**config.mk**
```make
export PLATFORM = sky130hd
export DESIGN_NAME = mip_front
export DESIGN_NICKNAME = d
export VERILOG_FILES = /design/src/sv/mip_pkg.sv /design/src/sv/mip_front.sv
export SDC_FILE = /design/constraint.sdc
export NUM_CORES = 1
export LEC_CHECK = 0
export BUFFER_PORTS_ARGS = -buffer_cell sky130_fd_sc_hd__buf_2
export CAP_MARGIN = 20
export CORE_MARGIN = 3
export CORE_UTILIZATION = 50
export CTS_BUF_LIST = sky130_fd_sc_hd__clkbuf_8 sky130_fd_sc_hd__clkbuf_16
export DETAILED_ROUTE_END_ITERATION = 6
export PLACE_DENSITY = 0.72
export SLEW_MARGIN = 20
export SYNTH_ARGS = -nofsm -noshare
export SYNTH_HDL_FRONTEND = slang
export SYNTH_SLANG_ARGS = --single-unit
```
**constraint.sdc**
```tcl
create_clock -name clk_i -period 6.2 [get_ports clk_i]
set_input_delay 0.62 -clock clk_i [delete_from_list [all_inputs] [get_ports clk_i]]
set_output_delay 0.62 -clock clk_i [all_outputs]
set_load 0.005 [all_outputs]
```
**src/sv/mip_pkg.sv**
```systemverilog
// ----------------------------------------------------------------------------
// Mip level downsampler package
// Shared types and fixed constants of the downsampler.
// ----------------------------------------------------------------------------
package mip_pkg;

  localparam int unsigned ChanW       = 8;
  localparam int unsigned FieldW      = 10;
  localparam int unsigned NumChan     = 4;
  localparam int unsigned PixelW      = ChanW * NumChan;
  localparam int unsigned EntryW      = FieldW * NumChan;
  localparam int unsigned SizeW       = 13;
  localparam int unsigned RowW        = 12;
  localparam int unsigned HeightLimit = 4096;
  localparam int unsigned MinSize     = 2;
  localparam int unsigned CfgIdxW     = 2;
  localparam int unsigned WorkDepth   = 4;
  localparam int unsigned ResultDepth = 4;

  localparam logic [SizeW-1:0] ResetSrcWidth  = SizeW'(2);
  localparam logic [SizeW-1:0] ResetSrcHeight = SizeW'(2);
  localparam logic             ResetBoxMode   = 1'b1;

  typedef enum logic [CfgIdxW-1:0] {
    REG_SRC_WIDTH  = 2'd0,
    REG_SRC_HEIGHT = 2'd1,
    REG_BOX_MODE   = 2'd2
  } mip_reg_e;

  typedef enum logic {
    OP_STORE = 1'b0,
    OP_EMIT  = 1'b1
  } mip_op_e;

  typedef struct packed {
    logic [ChanW-1:0] red;
    logic [ChanW-1:0] green;
    logic [ChanW-1:0] blue;
    logic [ChanW-1:0] alpha;
  } mip_in_t;

  typedef struct packed {
    logic [ChanW-1:0] red_out;
    logic [ChanW-1:0] green_out;
    logic [ChanW-1:0] blue_out;
    logic [ChanW-1:0] alpha_out;
    logic             last_pixel;
  } mip_out_t;

  typedef struct packed {
    mip_op_e           op;
    logic              box;
    logic              last_row;
    logic              last_pixel;
    logic [EntryW-1:0] data;
  } mip_work_t;

endpackage

```
**src/sv/mip_front.sv**
```systemverilog
// ----------------------------------------------------------------------------
// Mip front end
// Tracks the source position, holds the left pixel of each pair and turns
// every right pixel of a used block into a store or emit work item.
// ----------------------------------------------------------------------------
module mip_front #(
  parameter int unsigned MAX_WIDTH = 4096
) (
  input  logic                                     clk_i,
  input  logic                                     rst_ni,
  input  logic [mip_pkg::SizeW-1:0]                src_width_i,
  input  logic [mip_pkg::SizeW-1:0]                src_height_i,
  input  logic                                     box_mode_i,
  input  logic                                     accept_i,
  input  mip_pkg::mip_in_t                         pixel_i,
  output logic                                     work_valid_o,
  output mip_pkg::mip_work_t                       work_o,
  output logic [$clog2(MAX_WIDTH / 2)-1:0]         work_idx_o
);

  localparam int unsigned ColW       = $clog2(MAX_WIDTH);
  localparam int unsigned StoreDepth = MAX_WIDTH / 2;
  localparam int unsigned IdxW       = $clog2(StoreDepth);
  localparam int unsigned FitW       = $clog2(MAX_WIDTH + 1);
  localparam int unsigned WideW      = (FitW > mip_pkg::SizeW) ? FitW : mip_pkg::SizeW;
  localparam int unsigned SizeW      = mip_pkg::SizeW;
  localparam int unsigned RowW       = mip_pkg::RowW;
  localparam int unsigned ChanW      = mip_pkg::ChanW;
  localparam int unsigned FieldW     = mip_pkg::FieldW;
  localparam int unsigned NumChan    = mip_pkg::NumChan;

  logic [ColW-1:0]                  x_q, x_d;
  logic [RowW-1:0]                  y_q, y_d;
  logic [NumChan-1:0][ChanW-1:0]    left_q, left_d;
  logic [NumChan-1:0][ChanW-1:0]    cur_ch, pick_ch;
  logic [WideW-1:0]                 w_raw, w_clamp, w_even, x_ext, x_inc;
  logic [SizeW-1:0]                 h_clamp, h_even, y_ext, y_inc;
  logic                             in_block, last_col, last_row;
  logic [mip_pkg::EntryW-1:0]       data;

  assign cur_ch = {pixel_i.alpha, pixel_i.blue, pixel_i.green, pixel_i.red};

  always_comb begin
    w_raw = WideW'(src_width_i);
    priority if (w_raw < WideW'(mip_pkg::MinSize)) begin
      w_clamp = WideW'(mip_pkg::MinSize);
    end else if (w_raw > WideW'(MAX_WIDTH)) begin
      w_clamp = WideW'(MAX_WIDTH);
    end else begin
      w_clamp = w_raw;
    end
    priority if (src_height_i < SizeW'(mip_pkg::MinSize)) begin
      h_clamp = SizeW'(mip_pkg::MinSize);
    end else if (src_height_i > SizeW'(mip_pkg::HeightLimit)) begin
      h_clamp = SizeW'(mip_pkg::HeightLimit);
    end else begin
      h_clamp = src_height_i;
    end
  end

  assign w_even   = {w_clamp[WideW-1:1], 1'b0};
  assign h_even   = {h_clamp[SizeW-1:1], 1'b0};
  assign x_ext    = WideW'(x_q);
  assign y_ext    = SizeW'(y_q);
  assign x_inc    = x_ext + WideW'(1);
  assign y_inc    = y_ext + SizeW'(1);
  assign in_block = (x_ext < w_even) && (y_ext < h_even);
  assign last_col = (x_ext == w_even - WideW'(1));
  assign last_row = (y_ext == h_even - SizeW'(1));
  assign pick_ch  = last_col ? cur_ch : left_q;

  always_comb begin
    for (int c = 0; c < NumChan; c++) begin
      if (box_mode_i) begin
        data[c*FieldW +: FieldW] = FieldW'(left_q[c]) + FieldW'(cur_ch[c]);
      end else begin
        data[c*FieldW +: FieldW] = FieldW'(pick_ch[c]);
      end
    end
  end

  always_comb begin
    x_d    = x_q;
    y_d    = y_q;
    left_d = left_q;
    if (accept_i) begin
      if (in_block && !x_q[0]) begin
        left_d = cur_ch;
      end
      if (x_inc >= w_clamp) begin
        x_d = '0;
        y_d = (y_inc >= h_clamp) ? '0 : y_inc[RowW-1:0];
      end else begin
        x_d = x_inc[ColW-1:0];
      end
    end
  end

  assign work_valid_o      = accept_i && in_block && x_q[0];
  assign work_idx_o        = x_q[IdxW:1];
  assign work_o.op         = y_q[0] ? mip_pkg::OP_EMIT : mip_pkg::OP_STORE;
  assign work_o.box        = box_mode_i;
  assign work_o.last_row   = last_row;
  assign work_o.last_pixel = last_row && last_col;
  assign work_o.data       = data;

  always_ff @(posedge clk_i or negedge rst_ni) begin
    if (!rst_ni) begin
      x_q    <= '0;
      y_q    <= '0;
      left_q <= '0;
    end else begin
      x_q    <= x_d;
      y_q    <= y_d;
      left_q <= left_d;
    end
  end

endmodule

```
# Word-level counts from Yosys, hierarchy flattened
# Cells that the tools add are included.
[totals] regBits=56 out_inout_bits=56
[classes] n_addsub=8 magnitude_cmp=8 n_eq_ne=2 muxes=12 reduce_logical=8
[op_table] operator="$mux 13" n=4
[op_table] operator="$add 8x8->9" n=4
[op_table] operator="$mux 9" n=4
[op_table] operator="$mux 32" n=1
[op_table] operator="$add 12x1->13 const B" n=2
[op_table] operator="$eq 12x13->1" n=2
[op_table] operator="$ge 13x13->1" n=2
[op_table] operator="$gt 13x13->1 const B" n=2
[op_table] operator="$lt 12x13->1" n=2
[op_table] operator="$lt 13x2->1 const B" n=2
[op_table] operator="$sub 13x1->13 const B" n=2
[op_table] operator="$mux 12" n=2
[op_table] operator="$logic_and 1x1->1" n=5
[op_table] operator="$reduce_and 2->1" n=2
[op_table] operator="$logic_not 1->1" n=1
[op_table] operator="$mux 1" n=1

# Depth between registers and ports, before layout
# Gate-level depths: netlist of run 1.
[depth] word_depth=7 mapped_depth=17 depth_no_buf=16

# Least setup slack after synthesis of run 1
# No wires, ideal clock.
[synth_timing] path_kind="input port to output port" from="input port src_width_i[10] (netlist name)" to="output port work_o[17] (netlist name)" arrival_ps=4113 t_required_ps=5580 path_slack_ps=1467 path_stages=13 path_cell_list="buf_6 or4_1 buf_2 nor2_1 o21ai_0 ha_1 xor2_1 o2111ai_1 or4b_1 a2111o_1 or4_1 o211a_1 a211o_1"
[synth_lines] element="start, declared" line="mip_front.sv:11" source="input logic [mip_pkg::SizeW-1:0] src_width_i,"
[synth_lines] element="end, declared" line="mip_front.sv:17" source="output mip_pkg::mip_work_t work_o,"

==> flow_summary_export.csv, run 1 <==
group,metric,value,unit
status,status,"finished, final reports clean",
clock_network,clk_latency,310,ps
place,place_area,7579,um^2
floorplan,pin_count,118,
clock_network,cts.sink_count,56,
clock_network,htree_num_levels,2,
route,routed_via_density,6.062,
critical_path,ws_path_type,"in -> out",
place,buffer_ports.inserted,113,
yosys,synth_top_area_cell,"dfrtp_1",
critical_path,timing.critical_path.slowest_cell_delay,760,ps
yosys,yosysSeqAreaShare,19.86,%
critical_path,cp_cell_sequence,"buf_2 -> or4_1 -> nor2_1 -> o21ai_0 -> ha_1 -> xor2_1 -> nand3_1 -> a2111o_1 -> nor4_1 -> nand4b_2 -> o21ai_0 -> a31oi_1 -> buf_2",
run,cap_violations,0,
route,first_iter_violations,552,
floorplan,num_rows,42,
timing,headroom_to_the_max_slew_limit,38.94,%
yosys,synth-seq-cells,56,
yosys,synth_top_cell_area_share,19.86,%
power_and_ir_drop,post_route_total_power,3027,uW
grt,maximum_number_of_pins_on_one_net_before_global_route_repair,57,
clock_network,cts_root_buf,"clkbuf_16",
yosys,synthesis.area_per_instance,7.999,um^2
finish,layoutNonFillerInstCount,1129,
finish,final_cell_area,7729,um^2
finish,flow.area_growth_from_synthesis,9.541,%
clock_network,holdBufCountCts,0,
floorplan,die_y,124.8,um
yosys,yosys_most_used_dff,"dfrtp_1",
critical_path,critical_path_peak_fanout,27,
route,route.vias.total,6844,
timing,worstMarginPinSlew,907.5,ps
timing,timing_max_transition_violations_final,0,
yosys,synthArstFlopShare,100.0,%
critical_path,critPathArrivalTime,4940,ps
yosys,post_synth_main_area_contributors,"dfrtp_1 20%, ha_1 15%, o21ai_0 5.2%",
critical_path,timing.critical_path.buf_inv,2,
grt,globalRouteOverflowTotal,0,
place,gpl.final_weighted_congestion,0.9013,
clock_network,number_of_cts_inserted_buffers,5,
grt,number_of_global_route_vias_before_repair,6247,
place,hpwlAfterDp,14320,um
worst_hold_path,min-delay-path-class,"in -> async",
yosys,synth_enable_flop_cells,0,
floorplan,die-area,15570,um^2
critical_path,cp_slowest_cell,"nand4b_2",
finish,layout_net_count,1102,
finish,diodes,0,
finish,drive_gt1_share,18.47,%
clock_network,cts_resized,0,
grt,grt_antenna_before_repair,0,
critical_path,crit_family,"simple AND/OR/NAND/NOR gates",
finish,finalCoreUtilization,57.23,%
clock_network,clock_path_buffers,2,
timing,report.final.hold_viol_count,0,
route,drt_pre_antenna_iters,5,
timing,post-route-min-period,5560,ps
power_and_ir_drop,power.leakage,0.003526,uW
critical_path,setup.worst_path.start_class,"input port",
timing,finalSetupViolCount,0,
floorplan,floorplan.initialDensity,52.24,%
timing,achievable-frequency,0.1799,GHz
route,remaining_design_rule_violation_count,0,
floorplan,die-width,124.8,um
power_and_ir_drop,p_per_area,391.7,nW/um^2
yosys,synth-warning-count,0,
yosys,commonest_cells_in_the_synthesized_netlist,"84 x ha_1, 73 x o21ai_0, 62 x nand2_1",
timing,period_share,89.68,%
power_and_ir_drop,ir_worst_vdd,0.1928,mV
yosys,syn-instance-count,882,
timing,finalClockSkew,10.47,ps
clock_network,tritoncts,"done",
finish,fillCellCount,1262,
yosys,yosys.cell_count.top_type,"ha_1",
route,drt-wirelength-per-cell,16.83,um
yosys,yosysUniqueCellTypes,67,
yosys,synth_area,7056,um^2
place,dp_cells,1121,
clock_network,postCtsSetupBuffers,0,
clock_network,clkSlewWorstSetupHoldPaths,80,ps
critical_path,critical_path.endpoint_type,"output pin",
timing,rsz_0062_raised_after_global_routing,"no",
route,route.final.wire_length,19000,um
grt,globalRouteTotalUtil,23.61,%
critical_path,worst_ep_required_time,5580,ps
timing,fin_tns_setup,0,ps
route,antenna_left,0,
floorplan,floorplan.core_area,13510,um^2
grt,global_route_wire_length_before_repair,31250,um
==> cells in the final DEF, fill, tap and decap left out, drive strengths merged, types with 5 or more instances in the layout <==
| cell | count |
|---|---|
| a211o | 6 |
| a211oi | 6 |
| a21boi | 10 |
| a21o | 12 |
| a21oi | 32 |
| a31oi | 35 |
| and3 | 13 |
| and4 | 5 |
| buf | 123 |
| clkbuf | 5 |
| dfrtp | 56 |
| ha | 84 |
| inv | 57 |
| mux2 | 30 |
| mux2i | 6 |
| nand2 | 62 |
| nand2b | 12 |
| nand3 | 44 |
| nand4 | 7 |
| nor2 | 52 |
| nor2b | 12 |
| nor3 | 23 |
| nor3b | 9 |
| nor4 | 14 |
| o211a | 7 |
| o211ai | 5 |
| o21a | 13 |
| o21ai | 73 |
| o22ai | 8 |
| o2bb2ai | 6 |
| o31a | 7 |
| o31ai | 6 |
| or3 | 6 |
| or4 | 9 |
| xnor2 | 32 |
| xor2 | 15 |
==> cell type report <==
class                   count  area, um^2  share of cell area, %
well taps                 176       220.2                  2.849
multi-input cells         711        5110                  66.12
flip-flops and latches     56        1401                  18.13
clock buffers               5       125.1                  1.619
inverters                  55       206.4                  2.671
repair buffers            123       640.6                  8.289
clock inverters             3       25.02                 0.3238
==> sequential cells by signal, indices dropped and copies added, names as in the netlist <==
name    count
x_q        12
y_q        12
left_q     32
==> power by group <==
part | internal, uW | leakage, uW | switching, uW
Clock | 154 | 0.0000708 | 152
Combinational | 944 | 0.00277 | 1040
Sequential | 532 | 0.000682 | 208
==> layer usage <==
| layer | global-route usage (%) | wire length [um] | share of wire [%] |
|---|---|---|---|
| met5 | 0 | 0 | 0 |
| met4 | 4.965 | 229 | 1.2 |
| met3 | 2.830 | 913 | 4.8 |
| met2 | 38.45 | 8687 | 46 |
| met1 | 33.70 | 9168 | 48 |
==> final timing paths <==
kind                                        from                    end  slack, ps  cells after the start
setup / recovery                 src_width_i[10]              work_o[5]        640                     13
hold / removal                            rst_ni  left_q[4]$_DFFE_PN0P_        470                      2
setup reg to reg              x_q[0]$_DFFE_PN0P_     x_q[6]$_DFFE_PN0P_       2110                     13
hold reg to reg            left_q[6]$_DFFE_PN0P_  left_q[6]$_DFFE_PN0P_        540                      1
max in group asynchronous                 rst_ni     x_q[6]$_DFFE_PN0P_       5230                      2
min in group clk_i         left_q[6]$_DFFE_PN0P_  left_q[6]$_DFFE_PN0P_        540                      1
==> through the flow <==
step | setup WS (ps) | hold WS [ps]
2_1_floorplan | 1467 | 324.4
3_3_place_gp | 754.8 | 512.1
3_5_place_dp | 702.2 | 523.6
4_1_cts | 695.5 | 495.6
5_1_grt | 351.1 | 533.9
6_report | 639.8 | 471.1
==> cells by family after synthesis <==
group | after synthesis | synth area share (%)
AND/OR/NAND/NOR | 285 | 21.10
AO/OA/AOI/OAI | 251 | 23.43
buffers and inverters | 118 | 8.051
adder cells (fa/ha/maj) | 88 | 16.03
flip-flops | 56 | 19.86
XOR/XNOR | 47 | 5.834
multiplexers | 36 | 5.639
other | 1 | 0.05315
(Power assumes the default switching activity.)
==> inputs of run 2 (changes only) <==
PLACE_DENSITY = 0.75   (was 0.72)
clock period = 4.9 ns   (was 6.2 ns; I/O delays follow)
==> run 2 against run 1 <==
Sequential power grew 26%. Cell count is 1.3% higher. Global-route usage is 0.098 points higher. Worst hold slack got worse by 160 ps. Register-to-register slack got worse by 1000 ps. Core utilization grew 0.91 points. Clock skew rose by 5.6 ps. Via count is 0.72% higher. Combinational power rose by 27%. Cell area grew 1.6%. Die area unchanged. Critical path type unchanged. Largest power group unchanged.
==> flow_summary_export.csv, run 2 (same netlist as run 1, synthesis figures left out) <==
group,metric,value,unit
place,hpwlAfterDp,14170,um
finish,layout.cells.most_common,"buf_2",
timing,achievable-frequency,0.2131,GHz
critical_path,worst_ep_required_time,4410,ps
place,gpl.final_weighted_congestion,0.9152,
power_and_ir_drop,power.leakage,0.003601,uW
critical_path,critPathArrivalTime,4200,ps
floorplan,die-width,124.8,um
finish,diodes,0,
finish,number_of_flip_flops_under_the_largest_register_name,32,
timing,worstMarginPinSlew,1019,ps
floorplan,floorplan.initialDensity,52.24,%
timing,finalSetupViolCount,0,
clock_network,htree_num_levels,2,
floorplan,die-area,15570,um^2
finish,commonest_cells_after_routing_fill_and_taps_aside,"113 x buf_2, 84 x ha_1, 72 x o21ai_0",
floorplan,pin_count,118,
critical_path,setup.worst_path.start_class,"input port",
grt,globalRouteTotalUtil,23.71,%
route,routed_via_density,6.025,
route,remaining_design_rule_violation_count,0,
critical_path,ws_path_type,"in -> out",
grt,global_route_wire_length_before_repair,31430,um
place,buffer_ports.inserted,113,
clock_network,clock_path_buffers,2,
floorplan,num_rows,42,
power_and_ir_drop,p_per_area,486.2,nW/um^2
route,drt_pre_antenna_iters,5,
timing,timing_max_transition_violations_final,0,
timing,headroom_to_the_max_slew_limit,32.02,%
floorplan,die_y,124.8,um
clock_network,clkSlewWorstSetupHoldPaths,80,ps
timing,period_share,95.76,%
clock_network,cts_root_buf,"clkbuf_16",
finish,fillCellCount,1273,
power_and_ir_drop,ir_worst_vdd,0.2107,mV
grt,maximum_number_of_pins_on_one_net_before_global_route_repair,57,
run,cap_violations,0,
timing,post-route-min-period,4692,ps
clock_network,holdBufCountCts,0,
clock_network,tritoncts,"done",
finish,final_cell_area,7851,um^2
route,route.final.wire_length,18900,um
route,drt-wirelength-per-cell,16.52,um
grt,globalRouteOverflowTotal,0,
timing,finalClockSkew,16.10,ps
finish,layout_net_count,1117,
grt,grt_antenna_before_repair,0,
grt,number_of_global_route_vias_before_repair,6467,
route,antenna_left,0,
critical_path,critical_path_peak_fanout,4,
floorplan,floorplan.core_area,13510,um^2
finish,largestRegisters,"left_q: 32 flops, x_q: 12 flops, y_q: 12 flops",
timing,fin_tns_setup,0,ps
clock_network,postCtsSetupBuffers,0,
critical_path,timing.reg2reg.worst_path_depth,13,
status,status,"finished, final reports clean",
clock_network,cts_resized,0,
finish,flow.area_growth_from_synthesis,11.28,%
clock_network,number_of_cts_inserted_buffers,5,
timing,hold-worst-slack,310.3,ps
critical_path,critical_path.endpoint_type,"output pin",
finish,finalCoreUtilization,58.13,%
route,first_iter_violations,560,
clock_network,clk_latency,320,ps
clock_network,cts.sink_count,56,
critical_path,crit-reg2reg-launch,"x_q[0]$_DFFE_PN0P_",
worst_hold_path,min-delay-path-class,"in -> async",
route,route.vias.total,6893,
finish,drive_gt1_share,19.73,%
place,place_area,7696,um^2
critical_path,reg2reg_end,"x_q[2]$_DFFE_PN0P_",
critical_path,ff2ff_setup_slack,1060,ps
timing,report.final.hold_viol_count,0,
timing,rsz_0062_raised_after_global_routing,"no",
finish,top_register,"left_q",
-- run 2: changes by cell type in the layout (fill, tap and decap cells not counted), sizes merged --
| cell | delta |
|---|---|
| buf | +15 |
| clkinv | +1 |
| inv | -1 |
-- run 2: per-layer routing --
metal,track usage [%],vias to the layer above,wire length [um]
met5,0,-,0
met4,7.157,0,358
met3,3.216,27,1103
met2,38.33,230,8651
met1,32.93,3227,8790
li1,-,3409,-
-- run 2: worst max-delay path, cell delays in order --
cell and delay (ps):
buf_2 120, or4_4 550, nor2_2 140, o21ai_1 100, ha_1 330, xor2_1 180
o2111ai_1 130, or4b_1 550, a2111o_1 410, or4_4 540, o211a_1 230, a211o_1 280
buf_2 130
-- run 2: worst max-delay path by stage --
stage,start,to,slack (ps),cells after the start
after global placement,src_width_i[11],work_o[7],100,13
after global routing,src_width_i[11],work_o[7],20,13
after CTS,src_width_i[11],work_o[7],30,13
final,src_width_i[11],work_o[7],210,13
after floorplan,src_width_i[10],work_o[17],430,13
after detailed placement,src_width_i[11],work_o[17],40,13
-- run 2: through the flow --
step / cells / power (uW) / worst slack, ps
after floorplan: 885 / 2757 / 426.8
after global placement: 1136 / 3376 / 102.9
after detailed placement: 1136 / 3432 / 42.33
after CTS: 1144 / 3821 / 26.61
after global routing: 1144 / 4207 / 23.07
final: 1144 / 3817 / 207.6
-- run 2: power by group --
part           total [uW]  leakage [uW]  internal [uW]  switching (uW)
clock                 369     0.0000712            189             180
sequential            934      0.000682            673             261
combinational        2510       0.00285           1210            1310
total                3820       0.00360           2070            1750
-- run 2: cell type report --
type	count	area [um^2]	share of cell area (%)
inverters	55	206.4	2.629
flip-flops and latches	56	1401	17.85
clock buffers	5	125.1	1.594
repair buffers	138	765.7	9.753
multi-input cells	711	5112	65.12
clock inverters	3	20.02	0.2550
well taps	176	220.2	2.805
