`config.mk`:
```
export PLATFORM = sky130hd
export DESIGN_NAME = mip_fifo
export DESIGN_NICKNAME = d
export VERILOG_FILES = /design/src/sv/mip_fifo.sv
export SDC_FILE = /design/constraint.sdc
export NUM_CORES = 1
export LEC_CHECK = 0
export BUFFER_PORTS_ARGS = -buffer_cell sky130_fd_sc_hd__buf_4
export CAP_MARGIN = 20
export CORE_MARGIN = 2
export CORE_UTILIZATION = 55
export DETAILED_ROUTE_END_ITERATION = 10
export PLACE_DENSITY = 0.78
export SLEW_MARGIN = 30
export SYNTH_ARGS = -nofsm -noshare
export SYNTH_HDL_FRONTEND = slang
export SYNTH_SLANG_ARGS = --single-unit
```
`constraint.sdc`:
```
create_clock -name clk_i -period 2.9 [get_ports clk_i]
set_input_delay 0.725 -clock clk_i [delete_from_list [all_inputs] [get_ports clk_i]]
set_output_delay 0.725 -clock clk_i [all_outputs]
set_load 0.02 [all_outputs]
```
`src/sv/mip_fifo.sv`:
```
// ----------------------------------------------------------------------------
// Mip small queue
// Register-based first-in first-out queue with an occupancy count.
// ----------------------------------------------------------------------------
module mip_fifo #(
  parameter int unsigned DATA_W = 8,
  parameter int unsigned DEPTH  = 4
) (
  input  logic                       clk_i,
  input  logic                       rst_ni,
  input  logic                       push_i,
  input  logic [DATA_W-1:0]          data_i,
  output logic                       full_o,
  input  logic                       pop_i,
  output logic                       empty_o,
  output logic [DATA_W-1:0]          data_o,
  output logic [$clog2(DEPTH+1)-1:0] count_o
);

  localparam int unsigned PtrW = $clog2(DEPTH);
  localparam int unsigned CntW = $clog2(DEPTH + 1);

  logic [DATA_W-1:0] slot_q [DEPTH];
  logic [PtrW-1:0]   wr_ptr_q, wr_ptr_d;
  logic [PtrW-1:0]   rd_ptr_q, rd_ptr_d;
  logic [CntW-1:0]   count_q, count_d;
  logic              do_push, do_pop;

  assign full_o  = (count_q == CntW'(DEPTH));
  assign empty_o = (count_q == '0);
  assign data_o  = slot_q[rd_ptr_q];
  assign count_o = count_q;
  assign do_push = push_i && !full_o;
  assign do_pop  = pop_i && !empty_o;

  always_comb begin
    wr_ptr_d = wr_ptr_q;
    rd_ptr_d = rd_ptr_q;
    count_d  = count_q;
    if (do_push) begin
      wr_ptr_d = (wr_ptr_q == PtrW'(DEPTH - 1)) ? '0 : wr_ptr_q + PtrW'(1);
    end
    if (do_pop) begin
      rd_ptr_d = (rd_ptr_q == PtrW'(DEPTH - 1)) ? '0 : rd_ptr_q + PtrW'(1);
    end
    unique case ({do_push, do_pop})
      2'b10:   count_d = count_q + CntW'(1);
      2'b01:   count_d = count_q - CntW'(1);
      default: count_d = count_q;
    endcase
  end

  always_ff @(posedge clk_i or negedge rst_ni) begin
    if (!rst_ni) begin
      wr_ptr_q <= '0;
      rd_ptr_q <= '0;
      count_q  <= '0;
    end else begin
      wr_ptr_q <= wr_ptr_d;
      rd_ptr_q <= rd_ptr_d;
      count_q  <= count_d;
    end
  end

  always_ff @(posedge clk_i) begin
    if (do_push) begin
      slot_q[wr_ptr_q] <= data_i;
    end
  end

endmodule

```
Word-level counts from Yosys, hierarchy flattened:

Memory sizes are Yosys's and may differ from the RTL's.
Index checks and enable logic that the tools add are counted.

* div/mod/pow operators: 0
* muxes and demuxes: 5
* reductions and logical operators: 6
* add/subtract/negate cells: 4
* bitwise operators: 0
* shifts and indexed selects: 0
* order comparisons: 0
* multipliers: 0
* equal/unequal tests: 5

Operator list (count)
* == test 2 bit, second input constant: 3
* one-hot mux 3 bit (2 select lines): 1
* adder 2 x 1 -> 2 bit, second input constant: 2
* two-way mux 2 bit: 2
* adder 3 x 1 -> 3 bit, second input constant: 1
* == test 3 bit, second input constant: 1
* zero test 3 bit: 1
* subtractor 3 x 1 -> 3 bit, second input constant: 1
* == test 2 x 1 -> 1 bit, second input constant: 1
* logical AND 1 bit: 2
* zero test 1 bit: 2
* two-way mux 1 bit: 2
* nonzero test 2 bit: 1

* register bits: 7
* memories: 1
* bits in latches: 0
* output and inout bits: 13
* word-level logic and storage cells: 24
* memory bits (read-only): 0
* bits in writable memories: 32

Memory list
* slot_q: depth 4, width 8, rd ports 1, clocked after memory_dff 0, write ports 1, line 23 `logic [DATA_W-1:0] slot_q [DEPTH];`

Depth between registers and ports, before layout:

Gate-level depths: netlist of run 1.

* depth in word-level cells: 5
* mapped depth: 9
* gate-level depth less buffers: 9

Worst setup path after synthesis of run 1:

Ideal clock, no wire load.

* path kind: reg2reg
* start point: register count_q[0] (netlist: count_o[0])
* end point: register count_q[2] (netlist: count_o[2])
* period minus slack after synthesis: 2.202 ns
* setup slack: 0.698 ns
* arrival: 2.069 ns
* buffers on the path: 0
* stages on the path, launching flop included: 10
* required time: 2.768 ns
* path through: dfrtp_1 > nor3_1 > nand2b_1 > inv_1 > ha_1 > inv_1 > fa_1 > xor2_1 > nor2_1 > xor2_1

* word-level cells in the longest chain between the ends: 5
* elaborated cells between the ends (all ways): 12
* those cells by class: 2 x add/sub; 3 x eq/ne; 1 x mux; 6 x reduce/logical

RTL lines
* start: declaration: line 26 `logic [CntW-1:0] count_q, count_d;`
* start signal: assignment: line 61 `count_q <= count_d;`
* zero test 3 bit *: line 30 `assign empty_o = (count_q == '0);`
* named net empty_o: line 15 `output logic empty_o,`
* zero test 1 bit *: line 34 `assign do_pop = pop_i && !empty_o;`
* logical AND 1 bit *: line 34
* named net do_pop: line 27 `logic do_push, do_pop;`
* == test 2 x 1 -> 1 bit or == test 2 bit (tied branches): line 46 `unique case ({do_push, do_pop})`
* one-hot mux 3 bit (2 select lines) or nonzero test 2 bit (tied branches)

Mark *: on every way through the listed nets, which the timed path passes. The rest lies on a longest branch.
A chain may end at the register's enable or synchronous reset.

Worst setup path in the final report of run 1:

* start point: register rd_ptr_q[0]
* end point: output port data_o[4]

* word-level cells in the longest chain between the ends: 1

RTL lines
* start: declaration: line 25 `logic [PtrW-1:0] rd_ptr_q, rd_ptr_d;`
* start signal: assignment: line 60 `rd_ptr_q <= rd_ptr_d;`
* memory read (4 x 8 bit)
* end: declaration: line 16 `output logic [DATA_W-1:0] data_o,`

No other way between the ends.

==> flow_metrics.tcl, run 1 <==
set metrics [dict create \
    port_buffers 24 \
    setup.worst_path.start "rd_ptr_q[0]" \
    synthSimpleGateAreaFrac_pct 4.503 \
    fin_cells 144 \
    utilization_pct 67.39 \
    synth_ff_type "edfxtp_1" \
    synth_nets 102 \
    cp-endpoint "data_o[4]" \
    postSynth.asyncResetShare_pct 17.95 \
    synth_mux_area_share_pct 15.06 \
    finalCritPeriodShare_pct 87.43 \
    setup_slack_ns 0.3646 \
    hold_violations 0 \
    finalWirelength_mm 2.341 \
    io-pin-count 25 \
    critPathMaxFanout 11 \
    power.density_nw_per_um2 1007 \
    multi_input_area_um2 436.7 \
    core-area_um2 2781 \
    syn_avg_cell_area_um2 19.42 \
    dr_total_vias 784 \
    rows 19 \
    rrSetupSlack_ns 0.71 \
    yosysTopAreaCellShare_pct 59.63 \
    rr_endpoint "count_o[2]" \
    ir_drop_mv 0.7760 \
    synth_top_family_by_area "multiplexers" \
    grt_pass1_vias 776 \
    nets 131 \
    synthTopCellsByArea "edfxtp_1, mux4_2, dfrtp_1" \
    grt_overflow 0 \
    worstMarginPinSlew_ns 0.5874 \
    syn_area_um2 1612 \
    rr_worst_depth 9 \
    final_common_cell "edfxtp_1" \
    drv_slew 0 \
    placed_area_um2 1822 \
    n_fill_cell 173 \
    worstSetupEndpointType "primary output" \
    syn_inst 83 \
    ys_ff_latch 39 \
    synth_top_area_cell "edfxtp_1" \
    path_class "flop to primary output" \
    rsz0062_at_grt "no" \
    synth_fa_ha_area_share_pct 5.901 \
    root_buffer "clkbuf_4" \
    min_period_ns 2.535 \
    ctsHoldBuffers 0 \
    wire_per_inst_um 16.26 \
    cp.required_ns 2.17 \
    antenna_found_initial 0 \
    start_kind "flop" \
    cts_buffers 5 \
    area_growth_pct 16.30 \
    relSlewSlack_pct 60.84 \
    die_w_um 58.13 \
    cts-htree-levels 2 \
    dp_hpwl_mm 1.703 \
    route.detailed.drc 0 \
    rr_startpoint "count_o[0]" \
    leakagePower_nw 0.7546 \
    clock-sinks 39 \
    dr.pass1.iters 3 \
    via_per_inst 5.444 \
    drive_gt1_share_pct 44.25 \
    place_ws_ns 0.6910 \
    fmax_ghz 0.3944 \
    holdWs_ns 0.1871 \
    cts_tree "done" \
    worstSkewPairLatency_ns 0.32 \
    clock-skew-final_ns 0.009336 \
    setup_viol 0 \
    fp.dieH_um 58.13 \
    grt_pass1_wl_mm 3.753 \
    cts_resized 0 \
    grt_max_degree 13 \
    post_cts_buffers 0 \
    fin_setup_tns_ns 0 \
    start_util_pct 57.94 \
    gp_congestion 0.6460 \
    status "finished, final reports clean" \
    ys_warn_count 0 \
    ys_seq_area_share_pct 70.50 \
    antenna_cells 0 \
    dp.cells 136 \
    clockBufferDepth 2 \
    synth-compound-area-share_pct 0 \
    synth_edf_count 32 \
    grt_util_all_layers_pct 16.13 \
    regArea_um2 1136 \
    worst_setup_hold_path_clk_slew_ns 0.11 \
    fin_area_um2 1874 \
    p_total_mw 1.887 \
    synth_cell_types 19 \
    antenna_left 0 \
    mostFrequentLayoutCells "edfxtp_1, buf_4, inv_1, mux4_2, dfrtp_1" \
    die-area_um2 3379 \
    synth_xor_area_share_pct 1.630 \
    maxCapViolations 0 \
    drt_iter0_markers 12 \
    critPathArrivalTime_ns 1.81 \
    hold_class "primary input to async pin" \
]
-- cell usage after synthesis (all sizes together), types with 2 or more instances --
cell type	n
and3	4
buf	2
dfrtp	7
edfxtp	32
ha	6
inv	8
mux2	4
mux4	8
nor2	3
xor2	2
-- layer usage --
| layer | part of all wire (%) | GRT usage [%] |
|---|---|---|
| met3 | 2.8 | 3.348 |
| met5 | 0 | 0 |
| met2 | 53 | 25.81 |
| met1 | 43 | 20.72 |
| met4 | 1.2 | 8.970 |
-- where the power goes --
part	total (mW)	internal (mW)	switching [mW]
Sequential	0.885	0.758	0.127
Combinational	0.752	0.397	0.355
Clock	0.250	0.0903	0.160
-- cells by family (layout without fill, tap and decap cells) --
kind of cell,after synthesis,count (layout)
DFF,39,39
muxes,13,13
and+or+nand+nor,11,11
buffers and inverters,10,40
adders and majority gates,7,7
xor gates and xnor gates,3,3
-- flip-flops by register name (all words and copies together), names as in the netlist --
signal,flops
count_o,3
rd_ptr_q,2
slot_q,32
wr_ptr_q,2
-- critical path: stages, from the launching register on --
cell and delay, ns:
dfrtp_1 0.73, mux4_2 0.58, buf_4 0.17
-- how the worst min path moves through the flow --
stage	start	end	slack [ns]
global route	rst_ni	rd_ptr_q[0]	0.16
detailed placement	count_o[2]	count_o[2]	0.50
finish	rst_ni	count_o[1]	0.19
floorplan	rst_ni	count_o[0]	0.43
global placement	count_o[2]	count_o[2]	0.49
CTS	rst_ni	rd_ptr_q[0]	0.17
-- area by class of cell --
type,count,area share (%)
flip-flops and latches,39,60.61
well taps,31,2.069
clock inverters,3,0.8011
multi-input cells,34,23.30
clock buffers,5,2.003
inverters,8,1.602
repair buffers,24,9.613
Power figures use the tool's default switching activity.
==> inputs of run 2 (changes only) <==
--- a/config.mk
+++ b/config.mk
@@ -5,12 +5,14 @@
 export SDC_FILE = /design/constraint.sdc
 export NUM_CORES = 1
 export LEC_CHECK = 0
+export ABC_AREA = 1
 export BUFFER_PORTS_ARGS = -buffer_cell sky130_fd_sc_hd__buf_4
 export CAP_MARGIN = 20
 export CORE_MARGIN = 2
-export CORE_UTILIZATION = 55
+export CORE_UTILIZATION = 56
 export DETAILED_ROUTE_END_ITERATION = 10
 export PLACE_DENSITY = 0.78
+export RECOVER_POWER = 50
 export SLEW_MARGIN = 30
 export SYNTH_ARGS = -nofsm -noshare
 export SYNTH_HDL_FRONTEND = slang
==> run 2 against run 1 <==
Effect of this change:
- register-to-register slack improved by 0.08 ns
- utilization shrank 1.8 points
- combinational power is 20% higher
- largest cell class unchanged
==> flow_metrics.tcl, run 2 <==
set metrics [dict create \
    status "finished, final reports clean" \
    rsz0062_at_grt "no" \
    final_common_cell "nand2_1" \
    cp_cell_sequence "inv_1 > o211ai_1 > nand2_1 > buf_4" \
    grt_pass1_vias 1118 \
    ir_drop_mv 0.6812 \
    sw_frac_of_total_pct 39.08 \
    nets 200 \
    syn_avg_cell_area_um2 11.52 \
    setup_slack_ns 0.5488 \
    fp.dieH_um 60.29 \
    ys_seq_area_share_pct 64.03 \
    drv_slew 0 \
    dp_hpwl_mm 1.990 \
    hold_class "primary input to async pin" \
    wire_per_inst_um 12.76 \
    maxCapViolations 0 \
    worst_path_max_delay_cell "dfrtp_1" \
    leakagePower_nw 0.8760 \
    grt_pass1_wl_mm 4.850 \
    die_w_um 60.29 \
    worstMarginPinSlew_ns 0.8309 \
    top_register "slot_q" \
    max_stage_delay_ns 0.60 \
    drive_gt1_share_pct 13.19 \
    ys_warn_count 0 \
    finalCritPeriodShare_pct 81.08 \
    post_cts_buffers 0 \
    rows 20 \
    cp.required_ns 2.17 \
    finalWirelength_mm 2.883 \
    root_buffer "clkbuf_4" \
    synth_edf_count 32 \
    grt_max_degree 36 \
    syn_area_um2 1774 \
    yosys-top-cells-count "nand2_1, edfxtp_1, inv_1" \
    fin_setup_tns_ns 0 \
    cts-htree-levels 2 \
    combPwrFrac_pct 43.4 \
    fmax_ghz 0.4253 \
    port_buffers 24 \
    switchingPower_mw 0.8120 \
    clkPwrFrac_pct 16.5 \
    yosysMostFrequentCell "nand2_1" \
    mostFrequentLayoutCells "nand2_1, inv_1, edfxtp_1" \
    path_class "flop to primary output" \
    worstSkewPairLatency_ns 0.34 \
    synth_top_area_cell "edfxtp_1" \
    cts_tree "done" \
    relSlewSlack_pct 44.40 \
    regArea_um2 1136 \
    start_kind "flop" \
    syn_inst 154 \
    multi_input_area_um2 449.2 \
    drt_iter0_markers 56 \
    dr.pass1.iters 4 \
    critPathArrivalTime_ns 1.63 \
    postSynth.asyncResetShare_pct 17.95 \
    ctsHoldBuffers 0 \
    worst_setup_hold_path_clk_slew_ns 0.11 \
    cts_buffers 5 \
    grt_util_all_layers_pct 19.16 \
    hold_violations 0 \
    grt_overflow 0 \
    die-area_um2 3634 \
    setup_viol 0 \
    synth_cell_types 16 \
    yosysTopAreaCellShare_pct 54.16 \
    io-pin-count 25 \
    worstSetupEndpointType "primary output" \
    clockBufferDepth 2 \
    route.detailed.drc 0 \
    n_fill_cell 246 \
    min_period_ns 2.351 \
    dr_total_vias 1094 \
    via_per_inst 4.841 \
    intPower_mw 1.266 \
    gp_congestion 0.7175 \
    critPathMaxFanout 11 \
    place_ws_ns 0.8704 \
    start_util_pct 58.60 \
    power.density_nw_per_um2 1046 \
    power_frac_seq_pct 40.1 \
    antenna_left 0 \
    synth_nets 173 \
    antenna_found_initial 0 \
    ys_ff_latch 39 \
    largest_register_ffs 32 \
    synthTopCellsByArea "edfxtp_1, dfrtp_1, nand2_1" \
    area_growth_pct 11.99 \
    antenna_cells 0 \
    clock-skew-final_ns 0.01376 \
    clock-sinks 39 \
    synth_ff_type "edfxtp_1" \
    cts_resized 0 \
    core-area_um2 3028 \
]
-- run 2: cells by family after synthesis --
logic type	share of synthesized area, %
xor+xnor	0.4937
fa+ha+maj	5.360
simple gates	12.84
compound gates	7.334
buf+inv	9.944
flops	64.03
-- run 2: area by class of cell --
cell class	instances	area share, %
clock buffers	5	1.889
multi-input cells	78	22.61
flip-flops and latches	39	57.18
inverters	32	6.045
clock inverters	3	1.952
repair buffers	25	7.557
well taps	44	2.771
-- run 2: power by group through the flow --
stage	logic (mW)	registers (mW)	clock network (mW)
after floorplan	0.662	0.843	0
after global placement	0.895	0.838	0
after detailed placement	0.929	0.846	0
after CTS	0.935	0.834	0.354
after global routing	1.01	0.849	0.375
final	0.902	0.832	0.344
-- run 2: critical path, delay by kind of cell, from the launching register on --
family / cells / cell delay, ns
AOI/OAI and AO/OA: 1 / 0.17
and+or+nand+nor: 1 / 0.08
DFF: 1 / 0.60
buffers and inverters: 2 / 0.43
-- run 2: routing by layer --
layer	track usage (%)	part of all wire (%)	routed length, um
met5	0	0	0
met4	10.16	1.4	39
met3	4.545	4.2	122
met2	32.14	49	1427
met1	22.69	45	1294
-- run 2: worst paths after layout --
path / start / endpoint / slack [ns] / cells after the start
max reg2reg: count_o[1] / count_o[2] / 0.79 / 10
min: rst_ni / rd_ptr_q[0] / 0.26 / 1
min reg2reg: count_o[0] / count_o[0] / 0.51 / 1
max: rd_ptr_q[1] / data_o[6] / 0.55 / 4
min in group clk_i: count_o[0] / count_o[0] / 0.51 / 1
max in group asynchronous: rst_ni / wr_ptr_q[0] / 2.37 / 1
-- run 2: through the flow --
stage | power (mW) | std cells | hold WS [ns] | cell area [um^2] | utilization, %
floorplan | 1.505 | 154 | 0.4294 | 1774 | -
global placement | 1.733 | 218 | 0.4871 | 1961 | 64.75
detailed placement | 1.774 | 218 | 0.4935 | 1961 | 64.75
CTS | 2.124 | 226 | 0.1644 | 2037 | 67.27
global route | 2.239 | 226 | 0.2814 | 1987 | 65.62
finish | 2.078 | 226 | 0.2581 | 1987 | 65.62
==> inputs of run 3 (changes only) <==
--- a/config.mk
+++ b/config.mk
@@ -9,9 +9,9 @@
 export BUFFER_PORTS_ARGS = -buffer_cell sky130_fd_sc_hd__buf_4
 export CAP_MARGIN = 20
 export CORE_MARGIN = 2
-export CORE_UTILIZATION = 56
+export CORE_UTILIZATION = 50
 export DETAILED_ROUTE_END_ITERATION = 10
-export PLACE_DENSITY = 0.78
+export PLACE_DENSITY = 0.74
 export RECOVER_POWER = 50
 export SLEW_MARGIN = 30
 export SYNTH_ARGS = -nofsm -noshare
==> constraint.sdc (replaced) <==
create_clock -name clk_i -period 1.9 [get_ports clk_i]
set_input_delay 0.475 -clock clk_i [delete_from_list [all_inputs] [get_ports clk_i]]
set_output_delay 0.475 -clock clk_i [all_outputs]
set_load 0.02 [all_outputs]
==> run 3 against run 2 <==
Effect of this change:
- sequential power increased by 49%
- count of clock-buffer cells in the layout is 1 higher
- first-iteration DRC count down 38%
- clock skew decreased by 0.0082 ns
- die area increased by 11%
- power increased by 53%
- critical path type unchanged
- largest cell class unchanged
- highest routed layer unchanged
==> flow_metrics.tcl, run 3 (synthesized netlist as in run 2, its figures left out) <==
set metrics [dict create \
    via_per_inst 4.835 \
    grt_pass1_vias 1111 \
    setup_viol 0 \
    max_stage_delay_ns 0.41 \
    antenna_cells 0 \
    hold_violations 0 \
    clock-skew-final_ns 0.005527 \
    n_fill_cell 296 \
    path_class "flop to primary output" \
    finalWirelength_mm 2.846 \
    cp_cell_sequence "buf_12 > o211ai_1 > nand2_1 > buf_6" \
    power.density_nw_per_um2 1541 \
    holdWs_ns 0.3937 \
    cp.required_ns 1.42 \
    dr_total_vias 1141 \
    combPwrFrac_pct 49.1 \
    rows 21 \
    root_buffer "clkbuf_4" \
    die-area_um2 4041 \
    largest_register_ffs 32 \
    hold_class "primary input to flop" \
    dp_hpwl_mm 1.949 \
    final_common_cell "nand2_1" \
    fin_cells 236 \
    intPower_mw 1.920 \
    port_buffers 24 \
    maxCapViolations 0 \
    core-area_um2 3363 \
    start_kind "flop" \
    grt_util_all_layers_pct 16.45 \
    clock-sinks 39 \
    rsz0062_at_grt "yes" \
    sw_frac_of_total_pct 39.68 \
    mostFrequentLayoutCells "nand2_1, edfxtp_1, inv_1" \
    setup_slack_ns 0.05427 \
    nets 208 \
    cts_buffers 5 \
    drv_slew 0 \
    antenna_left 0 \
    top_register "slot_q" \
    grt_max_degree 36 \
    worst_path_max_delay_cell "dfrtp_1" \
    finalCritPeriodShare_pct 97.14 \
    antenna_found_initial 0 \
    min_period_ns 1.846 \
    cts_tree "done" \
    dr.pass1.iters 4 \
    switchingPower_mw 1.263 \
    relSlewSlack_pct 72.30 \
    status "finished, final reports clean" \
    critPathMaxFanout 35 \
    leakagePower_nw 0.9120 \
    fp.dieH_um 63.57 \
    grt_pass1_wl_mm 4.933 \
    io-pin-count 25 \
    drive_gt1_share_pct 19.47 \
    power_frac_seq_pct 39.0 \
    start_util_pct 52.75 \
    gp_congestion 0.7637 \
    fmax_ghz 0.5418 \
    ir_drop_mv 0.6397 \
    worstSetupEndpointType "primary output" \
    place_ws_ns 0.06926 \
    worstMarginPinSlew_ns 0.4155 \
    route.detailed.drc 0 \
    die_w_um 63.57 \
    wire_per_inst_um 12.06 \
    cts-htree-levels 2 \
    worstSkewPairLatency_ns 0.33 \
    area_growth_pct 16.43 \
    worst_setup_hold_path_clk_slew_ns 0.10 \
    drt_iter0_markers 35 \
    clkPwrFrac_pct 11.9 \
    clockBufferDepth 2 \
    critPathArrivalTime_ns 1.37 \
    dp.cells 225 \
    grt_overflow 0 \
]
-- run 3: area by class of cell --
| type | count | area, um^2 | share of cell area, % |
|---|---|---|---|
| Tap cell | 46 | 57.56 | 2.786 |
| Clock buffer | 6 | 41.29 | 1.999 |
| Multi-Input combinational cell | 78 | 466.7 | 22.59 |
| Sequential cell | 39 | 1136 | 55.00 |
| Timing Repair Buffer | 33 | 236.5 | 11.45 |
| Clock inverter | 2 | 7.507 | 0.3634 |
| Inverter | 32 | 120.1 | 5.815 |
-- run 3: path summary, 6_finish.rpt --
path / to / startpoint / slack [ns] / cells after the start
min reg2reg: count_o[1] / count_o[1] / 0.54 / 2
max reg2reg: count_o[2] / count_o[1] / 0.13 / 10
max in group asynchronous: rd_ptr_q[0] / rst_ni / 1.04 / 2
min: rd_ptr_q[0] / pop_i / 0.39 / 3
min in group asynchronous: count_o[2] / rst_ni / 0.57 / 2
max: data_o[6] / rd_ptr_q[0] / 0.05 / 4
-- run 3: routing by layer --
layer | wire length, um | vias to the layer above | track usage, %
li1 | - | 579 | -
met3 | 100 | 6 | 4.821
met5 | 0 | - | 0
met4 | 39 | 0 | 5.707
met2 | 1416 | 19 | 28.95
met1 | 1289 | 537 | 19.04
-- run 3: per-stage QoR --
step	cell area, um^2	power [mW]	setup TNS (ns)	util (%)
2_1_floorplan	1774	2.298	0	-
3_3_place_gp	2013	2.731	0	59.86
3_5_place_dp	2013	2.782	0	59.86
4_1_cts	2072	3.160	0	61.61
5_1_grt	2066	3.437	-0.01249	61.42
6_report	2066	3.183	0	61.42
-- run 3: power groups by stage --
stage                     combinational [mW]  sequential, mW  clock, mW
final                                   1.56            1.24      0.379
after CTS                               1.53            1.24      0.394
after global routing                    1.74            1.26      0.437
after detailed placement                1.52            1.26          0
after global placement                  1.48            1.25          0
after floorplan                         1.01            1.29          0
-- run 3: what timing repair did --
| item | CTS | global route |
|---|---|---|
| hold buffers | 1 | 0 |
| setup endpoints to repair | 0 | 7 |
| hold endpoints to repair | 7 | 0 |
| resized for setup | 0 | 7 |
| buffers inserted | 0 | 2 |
-- run 3: critical path: cells and delay by family (launching register included) --
family,cells,cell delay [ns]
buffers and inverters,2,0.32
and+or+nand+nor,1,0.11
AOI/OAI and AO/OA,1,0.20
DFF,1,0.41
